==> src/hdl/tbpm_pkg.sv <==
// Shared types and constants for the typed bracket pair matcher.
// No dependencies; tbpm_front, tbpm_queue, tbpm_back and the top level import this package.
`default_nettype none

package tbpm_pkg;

    localparam int CH_W        = 8;
    localparam int POS_OUT_W   = 16;
    localparam int CNT_W       = 16;
    localparam int RING_W      = 9;
    localparam int SLOT_W      = 8;
    localparam int NUM_TYPES   = 4;
    localparam int TYPE_W      = 2;
    localparam int QUEUE_DEPTH = 4;
    localparam int QPTR_W      = 2;
    localparam int M_TDATA_W   = 96;

    localparam logic [CNT_W-1:0]  COUNT_LIMIT = '1;
    localparam logic [RING_W-1:0] RING_RESET  = 9'd16;

    typedef enum logic [1:0] {
        OP_NONE = 2'd0,
        OP_PUSH = 2'd1,
        OP_POP  = 2'd2
    } op_t;

    typedef struct packed {
        op_t                  op;
        logic [TYPE_W-1:0]    btype;
        logic [POS_OUT_W-1:0] pos;
        logic                 pos_ovf;
        logic                 last;
    } item_t;

endpackage

`default_nettype wire

==> src/hdl/tbpm_ram.sv <==
// Generic simple dual-port RAM: one write port, one read port, registered read.
// No dependencies.
`default_nettype none

module tbpm_ram #(
    parameter int WIDTH = 16,
    parameter int DEPTH = 128,
    localparam int ADDR_W = $clog2(DEPTH)
) (
    input  logic              clk,
    input  logic              we,
    input  logic [ADDR_W-1:0] waddr,
    input  logic [WIDTH-1:0]  wdata,
    input  logic              re,
    input  logic [ADDR_W-1:0] raddr,
    output logic [WIDTH-1:0]  rdata
);

    logic [WIDTH-1:0] mem [DEPTH];
    logic [WIDTH-1:0] rdata_reg;

    always_ff @(posedge clk)
    begin
        if (we)
        begin
            mem[waddr] <= wdata;
        end
        if (re)
        begin
            rdata_reg <= mem[raddr];
        end
    end

    assign rdata = rdata_reg;

endmodule

`default_nettype wire

==> src/hdl/tbpm_front.sv <==
// Front end: accepts characters, assigns positions and classifies brackets.
// Depends on tbpm_pkg.
`default_nettype none

module tbpm_front #(
    parameter int POS_WIDTH = 16
) (
    input  logic                clk,
    input  logic                rst_n,
    input  logic                s_tvalid,
    output logic                s_tready,
    input  logic [7:0]          s_tdata,   // [7:0] ch
    input  logic                s_tlast,   // last character of the string
    output logic                q_valid,
    input  logic                q_ready,
    output tbpm_pkg::item_t     q_item
);

    import tbpm_pkg::*;

    localparam logic [CH_W-1:0] OPEN_CHARS  [NUM_TYPES] = '{8'h7B, 8'h28, 8'h5B, 8'h3C};
    localparam logic [CH_W-1:0] CLOSE_CHARS [NUM_TYPES] = '{8'h7D, 8'h29, 8'h5D, 8'h3E};

    logic [POS_WIDTH-1:0] pos_reg, pos_next;
    logic                 used_up_reg, used_up_next;
    logic                 accept;

    assign s_tready = q_ready;
    assign q_valid  = s_tvalid;
    assign accept   = s_tvalid & q_ready;

    always_comb
    begin
        q_item.op      = OP_NONE;
        q_item.btype   = '0;
        for (int i = 0; i < NUM_TYPES; i++)
        begin
            if (s_tdata == OPEN_CHARS[i])
            begin
                q_item.op    = OP_PUSH;
                q_item.btype = TYPE_W'(i);
            end
            if (s_tdata == CLOSE_CHARS[i])
            begin
                q_item.op    = OP_POP;
                q_item.btype = TYPE_W'(i);
            end
        end
        q_item.pos     = POS_OUT_W'(pos_reg);
        q_item.pos_ovf = used_up_reg;
        q_item.last    = s_tlast;
    end

    always_comb
    begin
        pos_next     = pos_reg;
        used_up_next = used_up_reg;
        if (accept)
        begin
            if (s_tlast)
            begin
                pos_next     = '0;
                used_up_next = 1'b0;
            end
            else if (!used_up_reg)
            begin
                if (pos_reg == '1)
                begin
                    used_up_next = 1'b1;
                end
                else
                begin
                    pos_next = pos_reg + POS_WIDTH'(1);
                end
            end
        end
    end

    always_ff @(posedge clk or negedge rst_n)
    begin
        if (!rst_n)
        begin
            pos_reg     <= '0;
            used_up_reg <= 1'b0;
        end
        else
        begin
            pos_reg     <= pos_next;
            used_up_reg <= used_up_next;
        end
    end

endmodule

`default_nettype wire

==> src/hdl/tbpm_queue.sv <==
// Short register FIFO carrying classified items from front end to back end.
// Depends on tbpm_pkg.
`default_nettype none

module tbpm_queue (
    input  logic            clk,
    input  logic            rst_n,
    input  logic            wr_valid,
    output logic            wr_ready,
    input  tbpm_pkg::item_t wr_item,
    output logic            rd_valid,
    input  logic            rd_ready,
    output tbpm_pkg::item_t rd_item
);

    import tbpm_pkg::*;

    item_t               mem [QUEUE_DEPTH];
    logic [QPTR_W-1:0]   wptr_reg, wptr_next;
    logic [QPTR_W-1:0]   rptr_reg, rptr_next;
    logic [QPTR_W:0]     cnt_reg, cnt_next;
    logic                push, pop;

    assign wr_ready = (cnt_reg != (QPTR_W+1)'(QUEUE_DEPTH));
    assign rd_valid = (cnt_reg != '0);
    assign rd_item  = mem[rptr_reg];
    assign push     = wr_valid & wr_ready;
    assign pop      = rd_valid & rd_ready;

    always_comb
    begin
        wptr_next = push ? wptr_reg + QPTR_W'(1) : wptr_reg;
        rptr_next = pop ? rptr_reg + QPTR_W'(1) : rptr_reg;
        cnt_next  = cnt_reg;
        if (push && !pop)
        begin
            cnt_next = cnt_reg + (QPTR_W+1)'(1);
        end
        else if (pop && !push)
        begin
            cnt_next = cnt_reg - (QPTR_W+1)'(1);
        end
    end

    always_ff @(posedge clk)
    begin
        if (push)
        begin
            mem[wptr_reg] <= wr_item;
        end
    end

    always_ff @(posedge clk or negedge rst_n)
    begin
        if (!rst_n)
        begin
            wptr_reg <= '0;
            rptr_reg <= '0;
            cnt_reg  <= '0;
        end
        else
        begin
            wptr_reg <= wptr_next;
            rptr_reg <= rptr_next;
            cnt_reg  <= cnt_next;
        end
    end

endmodule

`default_nettype wire

==> src/hdl/tbpm_back.sv <==
// Back end: opener stacks, pair and slot counters, result formatting and output register.
// Depends on tbpm_pkg and tbpm_ram.
`default_nettype none

module tbpm_back #(
    parameter int STACK_DEPTH = 32,
    parameter int RING_MAX    = 256
) (
    input  logic                               clk,
    input  logic                               rst_n,
    input  logic                               q_valid,
    output logic                               q_ready,
    input  tbpm_pkg::item_t                    q_item,
    input  logic [tbpm_pkg::RING_W-1:0]        ring_size,
    output logic                               m_tvalid,
    input  logic                               m_tready,
    output logic [tbpm_pkg::M_TDATA_W-1:0]     m_tdata,
    output logic                               m_tuser,
    output logic                               m_tlast
);

    import tbpm_pkg::*;

    localparam int IDX_W     = $clog2(STACK_DEPTH);
    localparam int HGT_W     = $clog2(STACK_DEPTH + 1);
    localparam int ADDR_W    = TYPE_W + IDX_W;
    localparam int RAM_DEPTH = NUM_TYPES << IDX_W;

    // stack and counter state
    logic [HGT_W-1:0]  hgt_reg [NUM_TYPES];
    logic [HGT_W-1:0]  hgt_next [NUM_TYPES];
    logic [CNT_W-1:0]  cnt_reg, cnt_next;
    logic [RING_W-1:0] slot_reg, slot_next;
    logic              ovf_reg, ovf_next;

    // result stage waiting for stack read data
    logic              b_valid_reg, b_valid_next;
    logic              b_phase_reg, b_phase_next;
    logic              b_pair_reg, b_last_reg, b_ovf_reg;
    logic [POS_OUT_W-1:0] b_close_reg;
    logic [CNT_W-1:0]  b_num_reg, b_total_reg, b_oldest_reg;
    logic [SLOT_W-1:0] b_slot_reg;

    // output register
    logic              m_valid_reg, m_valid_next;
    logic              m_kind_reg, m_done_reg, m_ovf_reg;
    logic [POS_OUT_W-1:0] m_open_reg, m_close_reg;
    logic [CNT_W-1:0]  m_num_reg, m_total_reg, m_oldest_reg;
    logic [SLOT_W-1:0] m_slot_reg;

    logic [RING_W-1:0] ring_eff;
    logic [HGT_W-1:0]  h, h_dec;
    logic              do_push, do_pop, full, sat, a_go;
    logic [CNT_W-1:0]  total_a, oldest_a;
    logic [RING_W-1:0] slot_a, slot_inc;
    logic              ovf_a;
    logic              out_load, b_emit, b_pair_now, b_final, b_free;
    logic              ram_we, ram_re;
    logic [ADDR_W-1:0] ram_waddr, ram_raddr;
    logic [POS_OUT_W-1:0] ram_rdata;

    tbpm_ram #(
        .WIDTH (POS_OUT_W),
        .DEPTH (RAM_DEPTH)
    ) u_stack_ram (
        .clk   (clk),
        .we    (ram_we),
        .waddr (ram_waddr),
        .wdata (q_item.pos),
        .re    (ram_re),
        .raddr (ram_raddr),
        .rdata (ram_rdata)
    );

    always_comb
    begin
        if (ring_size == '0)
        begin
            ring_eff = RING_W'(1);
        end
        else if (int'(ring_size) > RING_MAX)
        begin
            ring_eff = RING_W'(RING_MAX);
        end
        else
        begin
            ring_eff = ring_size;
        end
    end

    // handshake between stages
    assign out_load   = !m_valid_reg || m_tready;
    assign b_emit     = b_valid_reg && out_load;
    assign b_pair_now = b_pair_reg && !b_phase_reg;
    assign b_final    = b_pair_now ? !b_last_reg : 1'b1;
    assign b_free     = !b_valid_reg || (b_emit && b_final);
    assign q_ready    = b_free;
    assign a_go       = q_valid && b_free;

    // execute stage
    always_comb
    begin
        h       = hgt_reg[q_item.btype];
        h_dec   = h - HGT_W'(1);
        do_push = (q_item.op == OP_PUSH) && (int'(h) < STACK_DEPTH);
        full    = (q_item.op == OP_PUSH) && !(int'(h) < STACK_DEPTH);
        do_pop  = (q_item.op == OP_POP) && (h != '0);
        sat     = do_pop && (cnt_reg == COUNT_LIMIT);
        total_a = (do_pop && !sat) ? cnt_reg + CNT_W'(1) : cnt_reg;
        oldest_a = (total_a > CNT_W'(ring_eff)) ? total_a - CNT_W'(ring_eff) : '0;
        slot_a  = (slot_reg >= ring_eff) ? '0 : slot_reg;
        slot_inc = slot_a + RING_W'(1);
        ovf_a   = ovf_reg | q_item.pos_ovf | full | sat;

        ram_we    = a_go && do_push;
        ram_waddr = {q_item.btype, h[IDX_W-1:0]};
        ram_re    = a_go && do_pop;
        ram_raddr = {q_item.btype, h_dec[IDX_W-1:0]};

        hgt_next  = hgt_reg;
        cnt_next  = cnt_reg;
        slot_next = slot_reg;
        ovf_next  = ovf_reg;
        if (a_go)
        begin
            if (q_item.last)
            begin
                for (int i = 0; i < NUM_TYPES; i++)
                begin
                    hgt_next[i] = '0;
                end
                cnt_next  = '0;
                slot_next = '0;
                ovf_next  = 1'b0;
            end
            else
            begin
                if (do_push)
                begin
                    hgt_next[q_item.btype] = h + HGT_W'(1);
                end
                if (do_pop)
                begin
                    hgt_next[q_item.btype] = h_dec;
                    slot_next = (slot_inc >= ring_eff) ? '0 : slot_inc;
                end
                cnt_next = total_a;
                ovf_next = ovf_a;
            end
        end
    end

    always_comb
    begin
        b_valid_next = b_valid_reg;
        b_phase_next = b_phase_reg;
        if (a_go)
        begin
            b_valid_next = do_pop || q_item.last;
            b_phase_next = 1'b0;
        end
        else if (b_emit)
        begin
            if (b_final)
            begin
                b_valid_next = 1'b0;
            end
            else
            begin
                b_phase_next = 1'b1;
            end
        end
        m_valid_next = out_load ? b_valid_reg : m_valid_reg;
    end

    always_ff @(posedge clk or negedge rst_n)
    begin
        if (!rst_n)
        begin
            for (int i = 0; i < NUM_TYPES; i++)
            begin
                hgt_reg[i] <= '0;
            end
            cnt_reg     <= '0;
            slot_reg    <= '0;
            ovf_reg     <= 1'b0;
            b_valid_reg <= 1'b0;
            b_phase_reg <= 1'b0;
            m_valid_reg <= 1'b0;
        end
        else
        begin
            hgt_reg     <= hgt_next;
            cnt_reg     <= cnt_next;
            slot_reg    <= slot_next;
            ovf_reg     <= ovf_next;
            b_valid_reg <= b_valid_next;
            b_phase_reg <= b_phase_next;
            m_valid_reg <= m_valid_next;
        end
    end

    always_ff @(posedge clk)
    begin
        if (a_go)
        begin
            b_pair_reg   <= do_pop;
            b_last_reg   <= q_item.last;
            b_close_reg  <= q_item.pos;
            b_num_reg    <= cnt_reg;
            b_slot_reg   <= SLOT_W'(slot_a);
            b_total_reg  <= total_a;
            b_oldest_reg <= oldest_a;
            b_ovf_reg    <= ovf_a;
        end
        if (b_emit)
        begin
            m_kind_reg   <= !b_pair_now;
            m_open_reg   <= b_pair_now ? ram_rdata : '0;
            m_close_reg  <= b_pair_now ? b_close_reg : '0;
            m_num_reg    <= b_pair_now ? b_num_reg : '0;
            m_slot_reg   <= b_pair_now ? b_slot_reg : '0;
            m_total_reg  <= b_pair_now ? '0 : b_total_reg;
            m_oldest_reg <= b_pair_now ? '0 : b_oldest_reg;
            m_ovf_reg    <= b_ovf_reg;
            m_done_reg   <= b_final;
        end
    end

    assign m_tvalid = m_valid_reg;
    assign m_tuser  = m_kind_reg;
    assign m_tlast  = m_done_reg;
    assign m_tdata  = {7'b0, m_ovf_reg, m_oldest_reg, m_total_reg, m_slot_reg,
                       m_num_reg, m_close_reg, m_open_reg};

endmodule

`default_nettype wire

==> src/hdl/typed_bracket_pair_matcher.sv <==
// Top level of the typed bracket pair matcher: ring size register, front end, queue, back end.
// Depends on tbpm_pkg, tbpm_front, tbpm_queue, tbpm_back and tbpm_ram.
//
//   Channel  Dir  Handshake           Payload
//   s_       in   s_tvalid/s_tready   s_tdata = ch, s_tlast = last
//   m_       out  m_tvalid/m_tready   m_tuser = kind, m_tdata = pair/summary, m_tlast = done_res
//   cfg_     in   cfg_valid/cfg_ready cfg_data = ring_size
//
// One character per cycle while the output accepts; results pass the result and output registers.
// A last character that closes a pair gives two results, the pair and then the summary.
// The output rate is set by the single output register and the stack RAM with its single read port.
// Reset clears stack heights and counters at once; stack RAM contents are not cleared.
// A four-entry queue lets the input keep flowing for four items while the output stalls.
`default_nettype none

module typed_bracket_pair_matcher #(
    parameter int STACK_DEPTH = 32,
    parameter int POS_WIDTH   = 16,
    parameter int RING_MAX    = 256
) (
    input  logic        clk,
    input  logic        rst_n,
    input  logic        s_tvalid,
    output logic        s_tready,
    input  logic [7:0]  s_tdata,   // [7:0] ch
    input  logic        s_tlast,   // last
    output logic        m_tvalid,
    input  logic        m_tready,
    output logic [95:0] m_tdata,   // [15:0] open_pos, [31:16] close_pos, [47:32] pair_number,
                                   // [55:48] slot, [71:56] total_pairs, [87:72] oldest_index,
                                   // [88] overflow, [95:89] zero
    output logic        m_tuser,   // [0] kind
    output logic        m_tlast,   // done_res
    input  logic        cfg_valid,
    output logic        cfg_ready,
    input  logic [8:0]  cfg_data   // [8:0] ring_size
);

    import tbpm_pkg::*;

    logic [RING_W-1:0] ring_reg, ring_next;
    logic              fq_valid, fq_ready, qb_valid, qb_ready;
    item_t             fq_item, qb_item;

    assign cfg_ready = 1'b1;
    assign ring_next = (cfg_valid && cfg_ready) ? cfg_data : ring_reg;

    always_ff @(posedge clk or negedge rst_n)
    begin
        if (!rst_n)
        begin
            ring_reg <= RING_RESET;
        end
        else
        begin
            ring_reg <= ring_next;
        end
    end

    tbpm_front #(
        .POS_WIDTH (POS_WIDTH)
    ) u_front (
        .clk      (clk),
        .rst_n    (rst_n),
        .s_tvalid (s_tvalid),
        .s_tready (s_tready),
        .s_tdata  (s_tdata),
        .s_tlast  (s_tlast),
        .q_valid  (fq_valid),
        .q_ready  (fq_ready),
        .q_item   (fq_item)
    );

    tbpm_queue u_queue (
        .clk      (clk),
        .rst_n    (rst_n),
        .wr_valid (fq_valid),
        .wr_ready (fq_ready),
        .wr_item  (fq_item),
        .rd_valid (qb_valid),
        .rd_ready (qb_ready),
        .rd_item  (qb_item)
    );

    tbpm_back #(
        .STACK_DEPTH (STACK_DEPTH),
        .RING_MAX    (RING_MAX)
    ) u_back (
        .clk       (clk),
        .rst_n     (rst_n),
        .q_valid   (qb_valid),
        .q_ready   (qb_ready),
        .q_item    (qb_item),
        .ring_size (ring_reg),
        .m_tvalid  (m_tvalid),
        .m_tready  (m_tready),
        .m_tdata   (m_tdata),
        .m_tuser   (m_tuser),
        .m_tlast   (m_tlast)
    );

endmodule

`default_nettype wire
==> config.mk <==
export PLATFORM = sky130hd
export DESIGN_NAME = typed_bracket_pair_matcher
export DESIGN_NICKNAME = d
export VERILOG_FILES = /design/src/hdl/tbpm_pkg.sv /design/src/hdl/tbpm_ram.sv /design/src/hdl/tbpm_front.sv /design/src/hdl/tbpm_queue.sv /design/src/hdl/tbpm_back.sv /design/src/hdl/typed_bracket_pair_matcher.sv
export SDC_FILE = /design/constraint.sdc
export NUM_CORES = 2
export LEC_CHECK = 0
export BUFFER_PORTS_ARGS = -buffer_cell sky130_fd_sc_hd__buf_4
export CAP_MARGIN = 20
export CORE_UTILIZATION = 30
export DETAILED_ROUTE_END_ITERATION = 6
export RECOVER_POWER = 50
export SETUP_SLACK_MARGIN = 0.02
export SKIP_CTS_REPAIR_TIMING = 1
export SYNTH_ARGS = -nofsm -noshare
export SYNTH_HDL_FRONTEND = slang
export SYNTH_SLANG_ARGS = --single-unit
==> constraint.sdc <==
create_clock -name clk -period 6.84 [get_ports clk]
set_input_delay 1.368 -clock clk [delete_from_list [all_inputs] [get_ports clk]]
set_output_delay 1.368 -clock clk [all_outputs]
set_load 0.05 [all_outputs]
==> impl_metrics.xml <==
<?xml version="1.0" encoding="UTF-8"?>
<metrics>
  <group name="run_status">
    <metric name="status" unit="">finished with violations</metric>
    <metric name="violations" unit="">design-rule violations, max-capacitance violations, max-slew violations</metric>
  </group>
  <group name="cells_and_area">
    <metric name="final_layout_size_suffix_gt1_frac" unit="">0.115</metric>
    <metric name="number_of_nets_in_the_layout" unit="">7112</metric>
    <metric name="seq_area" unit="mm2">0.0718</metric>
    <metric name="multi_input_area" unit="mm2">0.0224</metric>
    <metric name="layout_fillers" unit="">30100</metric>
    <metric name="largest_register_ffs" unit="">2048</metric>
    <metric name="stdcell_area" unit="mm2">0.111</metric>
    <metric name="area_growth_syn_to_layout" unit="%">15.3</metric>
  </group>
  <group name="setup_path">
    <metric name="cp_max_fo" unit="">34</metric>
    <metric name="cp-start-kind" unit="">register</metric>
    <metric name="crit_arrival" unit="ns">7.37</metric>
    <metric name="endpoint_kind" unit="">register</metric>
    <metric name="ff2ff_setup_slack" unit="ns">0.11</metric>
    <metric name="required" unit="ns">7.48</metric>
    <metric name="critical-path-top-delay-family" unit="">simple AND/OR/NAND/NOR gates</metric>
    <metric name="worstPathCellList" unit="">buf_4, mux4_2, mux2i_1, buf_4, inv_1, buf_4, ha_1, inv_1, nor2_1, mux2i_4, nand2_4, buf_12, buf_4, nand2_1, a21oi_1, nor4_1, o22ai_1, a211oi_1, buf_4, o211ai_1</metric>
    <metric name="path_common_cell" unit="">sky130_fd_sc_hd__buf_4</metric>
    <metric name="crit_buf_inv" unit="">8</metric>
    <metric name="critical_path.slowest_cell" unit="">sky130_fd_sc_hd__nor4_1</metric>
    <metric name="cp_slowest_stage_delay" unit="ns">0.91</metric>
    <metric name="critical_path_class" unit="">reg -&gt; reg</metric>
  </group>
  <group name="yosys">
    <metric name="yosysUniqueCellTypes" unit="">75</metric>
    <metric name="ys_top_cells_by_count" unit="">sky130_fd_sc_hd__edfxtp_1 (2318), sky130_fd_sc_hd__nand2_1 (1524), sky130_fd_sc_hd__nand3_1 (425)</metric>
    <metric name="synth_largest_area_cell" unit="">sky130_fd_sc_hd__edfxtp_1</metric>
    <metric name="most_used_standard_cell_by_instance_count_after_synthesis" unit="">sky130_fd_sc_hd__edfxtp_1</metric>
    <metric name="synth.mux.area_fraction" unit="">0.0366</metric>
    <metric name="syn_area_per_cell" unit="um2">14.2</metric>
    <metric name="synthArstFlopShare" unit="">0.0358</metric>
    <metric name="synthTopCellsByArea" unit="">sky130_fd_sc_hd__edfxtp_1 (72%), sky130_fd_sc_hd__nand2_1 (5.9%), sky130_fd_sc_hd__dfrtp_1 (2.2%)</metric>
    <metric name="area_fraction_in_compound_gates_after_synthesis" unit="">0.0647</metric>
    <metric name="syn_area" unit="mm2">0.0961</metric>
    <metric name="synth_top_family_by_area" unit="">simple AND/OR/NAND/NOR gates</metric>
    <metric name="synth_warnings" unit="">0</metric>
    <metric name="synth_simple_gate_area_share" unit="">0.119</metric>
    <metric name="synth_seq_cells" unit="">2404</metric>
    <metric name="synth-edff-count" unit="">2318</metric>
    <metric name="synth_sequential_area_ratio" unit="">0.746</metric>
    <metric name="synth-adder-area-share" unit="">0.00536</metric>
    <metric name="synthCells" unit="">6772</metric>
    <metric name="netlist.area_leader.share" unit="">0.724</metric>
    <metric name="synth_xor_xnor_area_share" unit="">0.00500</metric>
    <metric name="ys.flop_type" unit="">sky130_fd_sc_hd__edfxtp_1</metric>
  </group>
  <group name="sta">
    <metric name="finalCriticalPeriod" unit="ns">6.73</metric>
    <metric name="hold_vio_cnt_final" unit="">0</metric>
    <metric name="rsz0062_at_grt" unit="">false</metric>
    <metric name="timing.final.ws_setup" unit="ns">0.112</metric>
    <metric name="final-max-slew-violation-count" unit="">1986</metric>
    <metric name="tightest_slew" unit="ns">3.89</metric>
    <metric name="fmax" unit="MHz">149</metric>
    <metric name="tns" unit="ns">0</metric>
    <metric name="slew-limit-headroom" unit="">-1.59</metric>
    <metric name="ratio_of_final_minimum_period_to_clock_period" unit="">0.984</metric>
    <metric name="final.setup_skew" unit="ns">0.0667</metric>
    <metric name="setup_viol_count_final" unit="">0</metric>
  </group>
  <group name="route">
    <metric name="detail_route.drc_violations" unit="">1</metric>
    <metric name="number_of_search_and_repair_iterations_in_the_first_detailed_routing_pass" unit="">7</metric>
    <metric name="wl" unit="um">295000</metric>
    <metric name="detail_route.vias_per_cell" unit="">5.34</metric>
    <metric name="post_drt_wl_per_cell" unit="um">25.8</metric>
    <metric name="postRouteAntennaNets" unit="">0</metric>
    <metric name="initialDrtViolationCount" unit="">8797</metric>
    <metric name="via_count" unit="">61100</metric>
  </group>
  <group name="floorplan">
    <metric name="pin_count" unit="">124</metric>
    <metric name="dieWidth" unit="um">568</metric>
    <metric name="die_y" unit="um">568</metric>
    <metric name="starting_utilization_of_the_core_area" unit="">0.302</metric>
    <metric name="core.rowCount" unit="">207</metric>
    <metric name="design.die.area" unit="mm2">0.323</metric>
    <metric name="core_area" unit="mm2">0.318</metric>
  </group>
  <group name="cts">
    <metric name="tritoncts" unit="">done</metric>
    <metric name="worst_skew_pair.late_latency" unit="ns">0.91</metric>
    <metric name="clock_tree.root_cell" unit="">sky130_fd_sc_hd__clkbuf_16</metric>
    <metric name="clk_pin_slew" unit="ns">0.06</metric>
    <metric name="numCtsBuffers" unit="">241</metric>
    <metric name="clock_sinks" unit="">2404</metric>
    <metric name="cts-root-to-sink-buffers" unit="">3</metric>
    <metric name="cts_htree_levels" unit="">4</metric>
  </group>
  <group name="placed_design">
    <metric name="gp_congestion" unit="">0.921</metric>
    <metric name="place.detailed.hpwl" unit="um">176000</metric>
    <metric name="port_buffers" unit="">115</metric>
    <metric name="placed_area" unit="mm2">0.103</metric>
    <metric name="preCtsSetupSlack" unit="ns">0.300</metric>
  </group>
  <group name="run">
    <metric name="maxCapViolations" unit="">31</metric>
  </group>
  <group name="global_route">
    <metric name="gr-usage-all-layers" unit="">0.177</metric>
    <metric name="grt_pass1_wl" unit="um">419000</metric>
    <metric name="grt_start_max_net_pins" unit="">126</metric>
    <metric name="first_global_vias" unit="">57500</metric>
    <metric name="antenna_found_initial" unit="">18</metric>
    <metric name="globalRouteOverflowTotal" unit="">0</metric>
  </group>
  <group name="min_path">
    <metric name="hold_path.class" unit="">reg -&gt; reg</metric>
  </group>
</metrics>
[worst reg2reg max path, delay by kind of cell (launching register included)]
| kind | cells | cell delay (ns) |
|---|---|---|
| buf+inv | 8 | 1.62 |
| mux | 3 | 1.57 |
| flops | 1 | 0.40 |
| compound gates | 4 | 0.82 |
| fa+ha+maj | 1 | 0.29 |
| simple gates | 4 | 1.76 |
[worst paths after layout]
| check | startpoint | end | cells past startpoint |
|---|---|---|---|
| setup / recovery | u_queue.rptr_reg[0] | u_back.u_stack_ram.rdata[5] | 20 |
| hold / removal | u_queue.cnt_reg[2] | u_queue.cnt_reg[2] | 1 |
| setup reg to reg | u_queue.rptr_reg[0] | u_back.u_stack_ram.rdata[5] | 20 |
| hold reg to reg | u_queue.cnt_reg[2] | u_queue.cnt_reg[2] | 1 |
| max in group asynchronous | rst_n | u_back.hgt_reg[22] | 2 |
| min in group asynchronous | rst_n | u_back.slot_reg[1] | 1 |
[per-layer routing]
| layer | vias up | part of all wire | routed length (um) | GRT usage |
|---|---|---|---|---|
| li1 | 26100 | - | - | - |
| met1 | 30900 | 0.40 | 117000 | 0.243 |
| met2 | 3536 | 0.44 | 131000 | 0.270 |
| met3 | 583 | 0.11 | 33000 | 0.0402 |
| met4 | 6 | 0.046 | 13600 | 0.0751 |
| met5 | - | 0.00013 | 38 | 0 |
[through the flow]
stage                     hold WS [ns]  cells   util
after global routing             0.521  11400  0.348
after floorplan                  0.400   6778      -
after CTS                        0.287  11400  0.350
after global placement           0.480  11000  0.325
final                            0.494  11400  0.348
after detailed placement         0.482  11000  0.325
[logic make-up (layout without fill, tap and decap cells)]
| family | count (synthesis) | in the layout |
|---|---|---|
| AND/OR/NAND/NOR | 2631 | 2631 |
| flip-flops | 2404 | 2404 |
| AO/OA/AOI/OAI | 918 | 918 |
| buffers and inverters | 483 | 954 |
| multiplexers | 240 | 240 |
| XOR/XNOR | 54 | 54 |
| adder cells (fa/ha/maj) | 40 | 40 |
| other | 2 | 17 |
[cells in the final DEF, fill, tap and decap left out, types with 37 or more instances in the layout]
cell                        instances
sky130_fd_sc_hd__ha_1              37
sky130_fd_sc_hd__mux2i_1          136
sky130_fd_sc_hd__a311oi_1         129
sky130_fd_sc_hd__nor2_1           258
sky130_fd_sc_hd__clkinv_1          53
sky130_fd_sc_hd__nand3_1          425
sky130_fd_sc_hd__buf_4            306
sky130_fd_sc_hd__a31oi_1          118
sky130_fd_sc_hd__inv_1             44
sky130_fd_sc_hd__a32oi_1           61
sky130_fd_sc_hd__dfrtp_1           85
sky130_fd_sc_hd__and3_1           156
sky130_fd_sc_hd__edfxtp_1        2318
sky130_fd_sc_hd__nor4_1            48
sky130_fd_sc_hd__a211oi_1         124
sky130_fd_sc_hd__nor3_1            47
sky130_fd_sc_hd__nand2_1         1515
sky130_fd_sc_hd__clkinv_2          39
sky130_fd_sc_hd__a21oi_1          226
sky130_fd_sc_hd__clkbuf_16        245
sky130_fd_sc_hd__o21ai_0           97
sky130_fd_sc_hd__mux4_2            87
sky130_fd_sc_hd__and2_0            44
sky130_fd_sc_hd__clkbuf_1         163
sky130_fd_sc_hd__o22ai_1           38
sky130_fd_sc_hd__nor2b_1           41
[cell type report]
type / count / share of cell area
clock inverter: 141 / 0.0135
tap: 4180 / 0.0472
timing repair buffer: 463 / 0.0307
sequential: 2404 / 0.647
clock buffer: 302 / 0.0575
antenna: 9 / 0.000203
multi-input combinational: 3891 / 0.202
inverter: 48 / 0.00175
Power is not shown: default switching activity piles up to over one toggle a cycle in this logic, so the estimate is an artifact.
